**config.mk**
```make
export PLATFORM = sky130hd
export DESIGN_NAME = ordered_list_engine_top
export DESIGN_NICKNAME = d
export VERILOG_FILES = /design/src/hdl/olist_pkg.sv /design/src/hdl/olist_cell.sv /design/src/hdl/ordered_list_engine_top.sv
export SDC_FILE = /design/constraint.sdc
export NUM_CORES = 2
export LEC_CHECK = 0
export BUFFER_PORTS_ARGS = -buffer_cell sky130_fd_sc_hd__buf_2
export CAP_MARGIN = 20
export CELL_PAD_IN_SITES_DETAIL_PLACEMENT = 1
export CELL_PAD_IN_SITES_GLOBAL_PLACEMENT = 2
export CORE_ASPECT_RATIO = 2
export CORE_MARGIN = 2
export CORE_UTILIZATION = 44
export DETAILED_ROUTE_END_ITERATION = 8
export PLACE_DENSITY_LB_ADDON = 0.1
export SLEW_MARGIN = 20
export SYNTH_ARGS = -nofsm -noshare
export SYNTH_HDL_FRONTEND = slang
export SYNTH_SLANG_ARGS = --single-unit
```
**constraint.sdc**
```tcl
create_clock -name clk -period 5.4 [get_ports clk]
set_input_delay 0.27 -clock clk [delete_from_list [all_inputs] [get_ports clk]]
set_output_delay 0.27 -clock clk [all_outputs]
set_load 0.01 [all_outputs]
```
**src/hdl/olist_pkg.sv**
```systemverilog
package olist_pkg;

	// store geometry
	localparam int CAPACITY = 16;
	localparam int IDX_W    = (CAPACITY > 1) ? $clog2(CAPACITY) : 1;
	localparam int CNT_W    = $clog2(CAPACITY + 1);
	localparam int DATA_W   = 32;
	localparam int LEN_W    = 5;

	typedef enum logic [2:0] {
		OP_APPEND   = 3'd0,
		OP_PREPEND  = 3'd1,
		OP_REMOVE   = 3'd2,
		OP_CONTAINS = 3'd3,
		OP_DUMP     = 3'd4
	} op_t;

	typedef enum logic [1:0] {
		ST_OK       = 2'd0,
		ST_FULL     = 2'd1,
		ST_NOTFOUND = 2'd2,
		ST_EMPTY    = 2'd3
	} status_t;

	// per-cell control, driven by the sequencer
	typedef struct packed {
		logic load_val;  // take the broadcast value
		logic shr;       // take the left neighbor's entry
		logic shl;       // close up behind a removed entry
		logic cmp_en;    // capture the match flag
		logic occupied;  // cell lies below occupancy
	} cell_ctl_t;

	// length field: occupancy masked to its five bits
	function automatic logic [LEN_W-1:0] len_of(input logic [CNT_W-1:0] occ);
		logic [CNT_W+LEN_W-1:0] tmp;
		tmp = {{LEN_W{1'b0}}, occ};
		return tmp[LEN_W-1:0];
	endfunction

endpackage

```
**src/hdl/olist_cell.sv**
```systemverilog
module olist_cell (
	input  logic                          clk,
	input  olist_pkg::cell_ctl_t          ctl,
	input  logic [olist_pkg::DATA_W-1:0]  value,
	input  logic [olist_pkg::DATA_W-1:0]  left_ent,
	input  logic [olist_pkg::DATA_W-1:0]  right_ent,
	input  logic                          prior_in,
	output logic [olist_pkg::DATA_W-1:0]  entry,
	output logic                          prior_out
);
	import olist_pkg::*;

	logic [DATA_W-1:0] entry_q;
	logic              match_q;
	logic              hit;

	// first-match chain: set from the first matching cell onward
	assign hit       = prior_in | match_q;
	assign prior_out = hit;
	assign entry     = entry_q;

	// entry and match flag, no reset
	always_ff @(posedge clk) begin
		if (ctl.cmp_en) begin
			match_q <= ctl.occupied && (entry_q == value);
		end
		priority if (ctl.load_val) begin
			entry_q <= value;
		end else if (ctl.shr) begin
			entry_q <= left_ent;
		end else if (ctl.shl && hit) begin
			entry_q <= right_ent;
		end
	end

endmodule

```
**src/hdl/ordered_list_engine_top.sv**
```systemverilog
// Append, prepend, dump of an empty list and unused opcodes give their item in the cycle
// after acceptance; remove and contains register the compare, then apply and give their item.
// Dump steps through the list and gives one element per cycle while the output is not stalled,
// set by the single read port on the cell chain. A new item is taken once the last result
// of the previous one is in the output register and out_stall is low.
// Reset clears occupancy, the sequencer and the output valid; entries are not reset.
module ordered_list_engine_top (
	input  logic                                clk,
	input  logic                                arst_n,
	input  logic                                in_valid,
	output logic                                in_stall,
	input  logic [2:0]                          opcode,
	input  logic signed [olist_pkg::DATA_W-1:0] value,
	output logic                                out_valid,
	input  logic                                out_stall,
	output logic [1:0]                          status,
	output logic                                found,
	output logic signed [olist_pkg::DATA_W-1:0] element,
	output logic                                last,
	output logic [olist_pkg::LEN_W-1:0]         length
);
	import olist_pkg::*;

	typedef enum logic [2:0] {
		S_IDLE  = 3'b001,
		S_APPLY = 3'b010,
		S_DUMP  = 3'b100
	} state_t;

	state_t            state_q, state_d;
	logic [CNT_W-1:0]  occ_q, occ_d;
	logic [IDX_W-1:0]  dcnt_q, dcnt_d;
	logic              is_remove_q, is_remove_d;

	logic              out_valid_q;
	logic [1:0]        status_q;
	logic              found_q;
	logic [DATA_W-1:0] element_q;
	logic              last_q;
	logic [LEN_W-1:0]  length_q;

	logic              out_free, accept, full, any_hit, dump_last;
	logic              emit;
	status_t           e_status;
	logic              e_found, e_last;
	logic [DATA_W-1:0] e_elem;
	logic              do_append, do_prepend, do_cmp, do_shl;

	cell_ctl_t         ctl   [CAPACITY];
	logic [DATA_W-1:0] ent   [CAPACITY];
	logic              prior [CAPACITY+1];

	assign out_free = !out_valid_q || !out_stall;
	assign in_stall = !((state_q == S_IDLE) && out_free);
	assign accept   = in_valid && !in_stall;
	assign full     = (occ_q == CNT_W'(CAPACITY));
	assign any_hit  = prior[CAPACITY];
	assign dump_last = ((CNT_W'(dcnt_q) + CNT_W'(1)) == occ_q);

	// sequencer
	always_comb begin
		state_d     = state_q;
		occ_d       = occ_q;
		dcnt_d      = dcnt_q;
		is_remove_d = is_remove_q;
		emit        = 1'b0;
		e_status    = ST_OK;
		e_found     = 1'b0;
		e_last      = 1'b1;
		e_elem      = '0;
		do_append   = 1'b0;
		do_prepend  = 1'b0;
		do_cmp      = 1'b0;
		do_shl      = 1'b0;
		unique case (state_q)
			S_IDLE: begin
				if (accept) begin
					unique case (opcode)
						OP_APPEND, OP_PREPEND: begin
							emit = 1'b1;
							if (full) begin
								e_status = ST_FULL;
							end else begin
								do_append  = (opcode == OP_APPEND);
								do_prepend = (opcode == OP_PREPEND);
								occ_d      = occ_q + CNT_W'(1);
							end
						end
						OP_REMOVE, OP_CONTAINS: begin
							do_cmp      = 1'b1;
							is_remove_d = (opcode == OP_REMOVE);
							state_d     = S_APPLY;
						end
						OP_DUMP: begin
							if (occ_q == '0) begin
								emit     = 1'b1;
								e_status = ST_EMPTY;
							end else begin
								dcnt_d  = '0;
								state_d = S_DUMP;
							end
						end
						default: begin
							emit = 1'b1;
						end
					endcase
				end
			end
			S_APPLY: begin
				if (out_free) begin
					emit    = 1'b1;
					state_d = S_IDLE;
					if (any_hit) begin
						e_found = 1'b1;
						if (is_remove_q) begin
							do_shl = 1'b1;
							occ_d  = occ_q - CNT_W'(1);
						end
					end else begin
						e_status = ST_NOTFOUND;
					end
				end
			end
			S_DUMP: begin
				if (out_free) begin
					emit   = 1'b1;
					e_elem = ent[dcnt_q];
					e_last = dump_last;
					dcnt_d = dcnt_q + IDX_W'(1);
					if (dump_last) begin
						state_d = S_IDLE;
					end
				end
			end
			default: begin
				state_d = S_IDLE;
			end
		endcase
	end

	// cell chain
	assign prior[0] = 1'b0;
	for (genvar i = 0; i < CAPACITY; i++) begin : g_cell
		logic [DATA_W-1:0] left_ent, right_ent;
		if (i == 0) begin : g_head
			assign left_ent = value;
		end else begin : g_body
			assign left_ent = ent[i-1];
		end
		if (i == CAPACITY - 1) begin : g_tail
			assign right_ent = ent[i];
		end else begin : g_inner
			assign right_ent = ent[i+1];
		end
		always_comb begin
			ctl[i].load_val = (do_append && (occ_q == CNT_W'(i))) || (do_prepend && (i == 0));
			ctl[i].shr      = do_prepend && (i != 0);
			ctl[i].shl      = do_shl;
			ctl[i].cmp_en   = do_cmp;
			ctl[i].occupied = (CNT_W'(i) < occ_q);
		end
		olist_cell u_cell (
			.clk       (clk),
			.ctl       (ctl[i]),
			.value     (value),
			.left_ent  (left_ent),
			.right_ent (right_ent),
			.prior_in  (prior[i]),
			.entry     (ent[i]),
			.prior_out (prior[i+1])
		);
	end

	// control registers
	always_ff @(posedge clk or negedge arst_n) begin
		if (!arst_n) begin
			state_q     <= S_IDLE;
			occ_q       <= '0;
			dcnt_q      <= '0;
			is_remove_q <= 1'b0;
			out_valid_q <= 1'b0;
		end else begin
			state_q     <= state_d;
			occ_q       <= occ_d;
			dcnt_q      <= dcnt_d;
			is_remove_q <= is_remove_d;
			if (emit) begin
				out_valid_q <= 1'b1;
			end else if (!out_stall) begin
				out_valid_q <= 1'b0;
			end
		end
	end

	// output payload
	always_ff @(posedge clk) begin
		if (emit) begin
			status_q  <= e_status;
			found_q   <= e_found;
			element_q <= e_elem;
			last_q    <= e_last;
			length_q  <= len_of(occ_d);
		end
	end

	assign out_valid = out_valid_q;
	assign status    = status_q;
	assign found     = found_q;
	assign element   = signed'(element_q);
	assign last      = last_q;
	assign length    = length_q;

	// checks
	a_occ_bound: assert property (@(posedge clk) disable iff (!arst_n)
		occ_q <= CNT_W'(CAPACITY))
		else $error("occupancy above capacity");

	a_state_onehot: assert property (@(posedge clk) disable iff (!arst_n)
		$onehot(state_q))
		else $error("sequencer state not one-hot");

	a_dump_nonempty: assert property (@(posedge clk) disable iff (!arst_n)
		(state_q == S_DUMP) |-> (occ_q != '0))
		else $error("dump running on empty list");

	a_append_grows: assert property (@(posedge clk) disable iff (!arst_n)
		(accept && (opcode == OP_APPEND) && !full) |=> (occ_q == $past(occ_q) + CNT_W'(1)))
		else $error("append did not grow the list");

endmodule

```
Word-level counts from Yosys, hierarchy flattened

Cells that the tools add are included.

Add/sub/neg operators: 4
Muxes and demuxes: 98
Reduce and logical (&&, ||, !) cells: 81
Bitwise logic cells: 16
Order comparisons: 17
Equal/unequal tests: 49

Operator list:

| operator                                                  | count |
|---|---|
| 2-to-1 mux 32 bit                                         | 48 |
| == test 32 bit                                            | 16 |
| binary-select mux 32 bit (select 4 bit)                   | 1 |
| logical AND 1 bit                                         | 49 |
| nonzero test 3 bit                                        | 14 |
| == test 5 x 4 -> 1 bit, second input constant             | 8 |
| less-than comparator 4 x 5 -> 1 bit, first input constant | 8 |
| 2-to-1 mux 5 bit                                          | 6 |
| 2-to-1 mux 1 bit                                          | 22 |
| == test 5 x 3 -> 1 bit, second input constant             | 4 |
| less-than comparator 3 x 5 -> 1 bit, first input constant | 4 |
| 2-to-1 mux 4 bit                                          | 4 |
| 2-to-1 mux 3 bit                                          | 5 |
| bitwise OR 1 bit                                          | 15 |
| == test 5 x 2 -> 1 bit, second input constant             | 2 |
| less-than comparator 1 x 5 -> 1 bit, first input constant | 2 |
| less-than comparator 2 x 5 -> 1 bit, first input constant | 2 |
| inequality test 2 bit, second input constant              | 5 |
| one-hot mux 5 bit (2 select lines)                        | 1 |
| == test 3 x 2 -> 1 bit, second input constant             | 3 |
| one-hot mux 3 bit (3 select lines)                        | 1 |
| 2-to-1 mux 2 bit                                          | 4 |
| one-hot mux 2 bit (2 select lines)                        | 2 |
| one-hot mux 4 bit (2 select lines)                        | 1 |
| other kinds (26)                                          | 38 |

Register bits after elaboration: 583
Logic and storage cells: 307
Output and inout bits: 43
Input bits: 39

Logic depth before layout (Yosys ltp)

Depth after elaboration: 22
Gate-level depth with buffers: 12
Depth with buffers taken out: 7

Hierarchy

Synthesis repeated with hierarchy kept, for this count alone.

Cells, all modules: 3463
Area, all modules: 38919.8 um^2

Modules (own cells, without submodules):

| module                  | area each (um^2) | sequential area each (um^2) | times used | cells an instance |
|---|---|---|---|---|
| olist_cell              | 2016.9           | 991.0                       | 16         | 186 |
| ordered_list_engine_top | 6648.9           | 1582.8                      | 1          | 487 |

Least setup slack after synthesis

OpenSTA, ideal clock, no wires.

Path kind: register -> register
From: register out_valid_q (netlist: out_valid)
To: register element_q[0] (netlist: element[0]), enable pin
Path slack: 1092 ps
Library setup time: 503 ps
Path buffers: 0
Required time: 4897 ps
Cell stages (with the launch flop): 3
Arrival: 3805 ps
Clock period less this slack: 4308 ps
Path through: dfrtp_1 > and2_1 > o32ai_1

Longest elaborated chain between the ends: 6
Elaborated cells between the ends (all ways): 7
Those cells by class: 3 x mux; 4 x reduce/logical

Ends and longest elaborated chain:

| item                                   | line                           | source |
|---|---|---|
| start, declared                        | ordered_list_engine_top.sv:35  | `logic out_valid_q;` |
| start signal, assigned                 | ordered_list_engine_top.sv:181 | `out_valid_q <= 1'b0;` |
| start signal, assigned                 | ordered_list_engine_top.sv:188 | `out_valid_q <= 1'b1;` |
| start signal, assigned                 | ordered_list_engine_top.sv:190 | `out_valid_q <= 1'b0;` |
| zero test 1 bit (*)                    | ordered_list_engine_top.sv:53  | `assign out_free = !out_valid_q \|\| !out_stall;` |
| logical OR 1 bit (*)                   | ordered_list_engine_top.sv:53  |  |
| logical AND 1 bit                      | ordered_list_engine_top.sv:54  | `assign in_stall = !((state_q == S_IDLE) && out_free);` |
| logical AND 1 bit                      | ordered_list_engine_top.sv:55  | `assign accept = in_valid && !in_stall;` |
| 2-to-1 mux 1 bit                       | ordered_list_engine_top.sv:77  | `if (accept) begin` |
| one-hot mux 1 bit (2 select lines) (*) | ordered_list_engine_top.sv:75  | `unique case (state_q)` |
| named net emit                         | ordered_list_engine_top.sv:43  | `logic emit;` |
| end signal, assigned                   | ordered_list_engine_top.sv:200 | `element_q <= e_elem;` |
| end, declared                          | ordered_list_engine_top.sv:38  | `logic [DATA_W-1:0] element_q;` |

The timed path passes the listed nets; every way through them passes the cells marked *.
A chain may end at the register's enable or synchronous reset.

Final worst setup path

From: register occ_q[1]
To: register g_cell[11].u_cell.entry_q[17], data pin

Longest elaborated chain between the ends: 7
Elaborated cells between the ends (all ways): 13
Those cells by class: 2 x eq/ne; 10 x mux; 1 x reduce/logical

Ends and longest elaborated chain:

| item                                                          | line                                             | source |
|---|---|---|
| start, declared                                               | ordered_list_engine_top.sv:31                    | `logic [CNT_W-1:0] occ_q, occ_d;` |
| start signal, assigned                                        | ordered_list_engine_top.sv:178                   | `occ_q <= '0;` |
| start signal, assigned                                        | ordered_list_engine_top.sv:184                   | `occ_q <= occ_d;` |
| == test 5 bit                                                 | ordered_list_engine_top.sv:56                    | `assign full = (occ_q == CNT_W'(CAPACITY));` |
| 2-to-1 mux 1 bit                                              | ordered_list_engine_top.sv:81                    | `if (full) begin` |
| 2-to-1 mux 1 bit                                              | ordered_list_engine_top.sv:78                    | `unique case (opcode)` |
| 2-to-1 mux 1 bit                                              | ordered_list_engine_top.sv:77                    |  |
| 2-to-1 mux 1 bit                                              | ordered_list_engine_top.sv:75                    |  |
| 2-to-1 mux 32 bit / logical AND 1 bit (equally long branches) | olist_cell.sv:29, ordered_list_engine_top.sv:156 |  |
| 2-to-1 mux 32 bit (*)                                         | olist_cell.sv:27                                 | `priority if (ctl.load_val) begin` |
| end signal, assigned                                          | olist_cell.sv:28                                 | `entry_q <= value;` |
| end signal, assigned                                          | olist_cell.sv:30                                 | `entry_q <= left_ent;` |
| end signal, assigned                                          | olist_cell.sv:32                                 | `entry_q <= right_ent;` |
| end, declared                                                 | olist_cell.sv:13                                 | `logic [DATA_W-1:0] entry_q;` |

Mark *: on every way between the ends. The rest lies on a longest branch, timed or not.

==> impl_metrics.py <==
metrics = {
    "outcome": {
        "status": "completed",
    },
    "critical_path": {
        "start_kind": "flop",
        "max_stage_delay_ns": 0.89,
        "cpMaxStageDelayCell": "dfrtp_1",
        "critPathCaptureType": "flop",
        "crit_path_cell_trace": "inv_1, ha_1, nand4bb_1, nand2_1, nor4_4, buf_12, buf_12, mux2i_1, a21oi_1",
        "path_buf_inv": 3,
        "required_ns": 5.78,
        "crit_path_frequent_cell": "buf_12",
        "reg2reg_slack_ns": 0.80,
        "ff2ff_path_depth": 9,
        "cp-startpoint": "occ_q[1]",
        "crit_family": "buffers and inverters",
        "crit_path_max_fanout": 121,
        "reg2reg_from": "occ_q[1]",
        "critical_path_class": "reg2reg",
        "r2r_end": "g_cell[11].u_cell.entry[17]",
        "cp.arrival_ns": 4.98,
    },
    "timing": {
        "setup_viol": 0,
        "finClkSkew_ns": 0.0192,
        "timing.slew.headroom_pct": 22.1,
        "fin_crit_ns": 4.60,
        "setup_tns_ns": 0,
        "drv_slew": 0,
        "max_freq_mhz": 217,
        "hold_viol_final": 0,
        "worst_pin_slew_ns": 1.16,
        "rsz0062_at_grt": "no",
        "period_share_pct": 85.2,
    },
    "routing": {
        "drt-wirelength-per-cell_um": 36.1,
        "drt_wl_total_um": 164000,
        "drtPass1Iterations": 5,
        "vias": 28726,
        "antenna_violating_nets_post_route": 0,
        "drt_iter0_drc": 2248,
        "post-route-drc-count": 0,
        "routed_via_density": 6.32,
    },
    "clock_tree": {
        "cts_sinks": 583,
        "cts_tree": "done",
        "h-tree-depth": 2,
        "post_cts.repair.setup_buffers": 0,
        "clk_path_buf_depth": 3,
        "root_buffer": "clkbuf_16",
        "clk_pin_slew_worst_paths_ns": 0.07,
        "ctsHoldBuffers": 2,
        "insertion_delay_ns": 0.67,
        "numCtsBuffers": 59,
        "cts_resized": 0,
    },
    "logic_synthesis": {
        "synth_ff_type": "edfxtp_1",
        "netlist_area_mm2": 0.0387,
        "synth_compound_area_share_pct": 8.54,
        "yosysSeqAreaShare_pct": 45.1,
        "synth_edf_count": 569,
        "ys_ff_latch": 583,
        "synth_top_family_by_area": "multiplexers",
        "async_flop_share_pct": 2.40,
        "synth_fa_ha_area_share_pct": 0.194,
        "avgSynthCellArea_um2": 11.2,
        "yosys.area_share.simple_pct": 8.93,
        "synth_cell_types": 72,
        "synth_warnings": 0,
        "synthMuxAreaShare_pct": 20.9,
        "syn-num-nets": 3486,
        "synth-xor-area-share_pct": 11.8,
        "synthCells": 3441,
    },
    "finish": {
        "final_common_cell": "edfxtp_1",
        "layout_common_cells": "edfxtp_1 (569), mux2i_1 (448), a21oi_1 (390)",
        "fill_cells": 9151,
        "area_growth_pct": 7.91,
        "drive_above_1_share_pct": 13.9,
        "fin_util_pct": 47.9,
        "postLayoutCellArea_mm2": 0.0417,
        "fin_nets": 3378,
        "finalNonFillerCells": 4543,
    },
    "pwr": {
        "powerDensity_mw_per_mm2": 284,
        "total_power_w": 0.0118,
        "max-vdd-ir-drop_mv": 0.236,
        "leakagePower_nw": 13.1,
    },
    "global_routing": {
        "antenna_found_initial": 4,
        "grt_pass1_wl_um": 230000,
        "grt_overflow": 0,
        "grt_pass1_vias": 29971,
        "grt_start_max_net_pins": 122,
        "grt_usage_pct": 36.5,
    },
    "placed_design": {
        "place.port_buffers": 81,
        "postPlaceCellArea_mm2": 0.0398,
        "dpl.hpwl_um": 124000,
        "globalplace.congestion": 0.977,
        "dp.cells": 4431,
    },
    "die": {
        "die_h_um": 423,
        "io_pins": 82,
        "dieArea_mm2": 0.0904,
        "design.core.area_mm2": 0.0871,
        "rows": 153,
        "fp.dieW_um": 214,
        "start_util_pct": 44.4,
    },
    "hold_path": {
        "min_to": "g_cell[0].u_cell.entry[20]",
        "hp-start": "value[20]",
        "worstHoldPathCells": 2,
        "hp-class": "in2reg",
    },
    "flow_run": {
        "maxCapViolations": 0,
    },
}
==> worst max path at each step <==
stage / to / slack, ns / cells after the start
4_1_cts: g_cell[11].u_cell.entry[17] / 1.01 / 9
6_report: g_cell[11].u_cell.entry[17] / 0.80 / 9
5_1_grt: g_cell[11].u_cell.entry[17] / 0.63 / 9
3_3_place_gp: g_cell[8].u_cell.match_q / 0.60 / 7
3_5_place_dp: g_cell[7].u_cell.entry[6] / 1.06 / 9
2_1_floorplan: element[0] / 1.09 / 2
==> synthesized netlist by cell type, types with 72 or more instances <==
library cell	n	share of area [%]
nand2_1	120	1.2
a21oi_1	390	5.0
mux2i_1	448	12
nor2_1	369	3.6
nor4_1	93	1.5
xor2_1	336	7.6
edfxtp_1	569	44
mux4_2	128	7.5
xnor2_1	183	4.1
clkbuf_1	186	1.8
buf_2	72	0.93
o21ai_1	85	1.1
==> final cells by class <==
type                    count  area, um2  share of cell area [%]
flip-flops and latches    583      17400                    41.8
inverters                   4       15.0                  0.0360
repair buffers            177       1240                    2.98
diodes                      2       5.00                  0.0120
clock buffers              77       1620                    3.87
clock inverters            30        289                   0.693
well taps                1162       1450                    3.48
multi-input cells        2508      19700                    47.1
==> kinds of logic after synthesis <==
logic type / count (synthesis)
AOI/OAI and AO/OA: 601
xor gates and xnor gates: 519
adders and majority gates: 6
buffers and inverters: 350
DFF: 583
muxes: 641
and+or+nand+nor: 741
==> power by group <==
group	total [W]	leakage [nW]	internal [W]	switching (W)
clock network	0.00434	0.929	0.00238	0.00196
logic	0.00206	6.82	0.000692	0.00137
registers	0.00544	5.34	0.00517	0.000270
total	0.0118	13.1	0.00823	0.00360
==> stage by stage <==
stage	hold WS [ns]	setup WS, ns
after floorplan	-0.0256	1.09
after global placement	0.196	0.599
after detailed placement	0.200	1.06
after CTS	0.00915	1.01
after global routing	0.0398	0.633
final	0.0198	0.799
==> state kept, by name, summed over array words and instances, names as in the netlist <==
register               flops
dcnt_q                     4
element                   32
found                      1
g_cell.u_cell.entry      512
g_cell.u_cell.match_q     16
is_remove_q                1
last                       1
length                     5
occ_q                      5
out_valid                  1
state_q                    3
status                     2
==> routing by layer <==
metal / up-vias / global-route usage [%] / wire length (um)
li1: 12485 / - / -
met1: 14823 / 38.2 / 54900
met2: 978 / 60.5 / 80300
met3: 440 / 3.61 / 5900
met4: 0 / 40.3 / 22700
met5: - / 0 / 0
(Power assumes the default switching activity.)
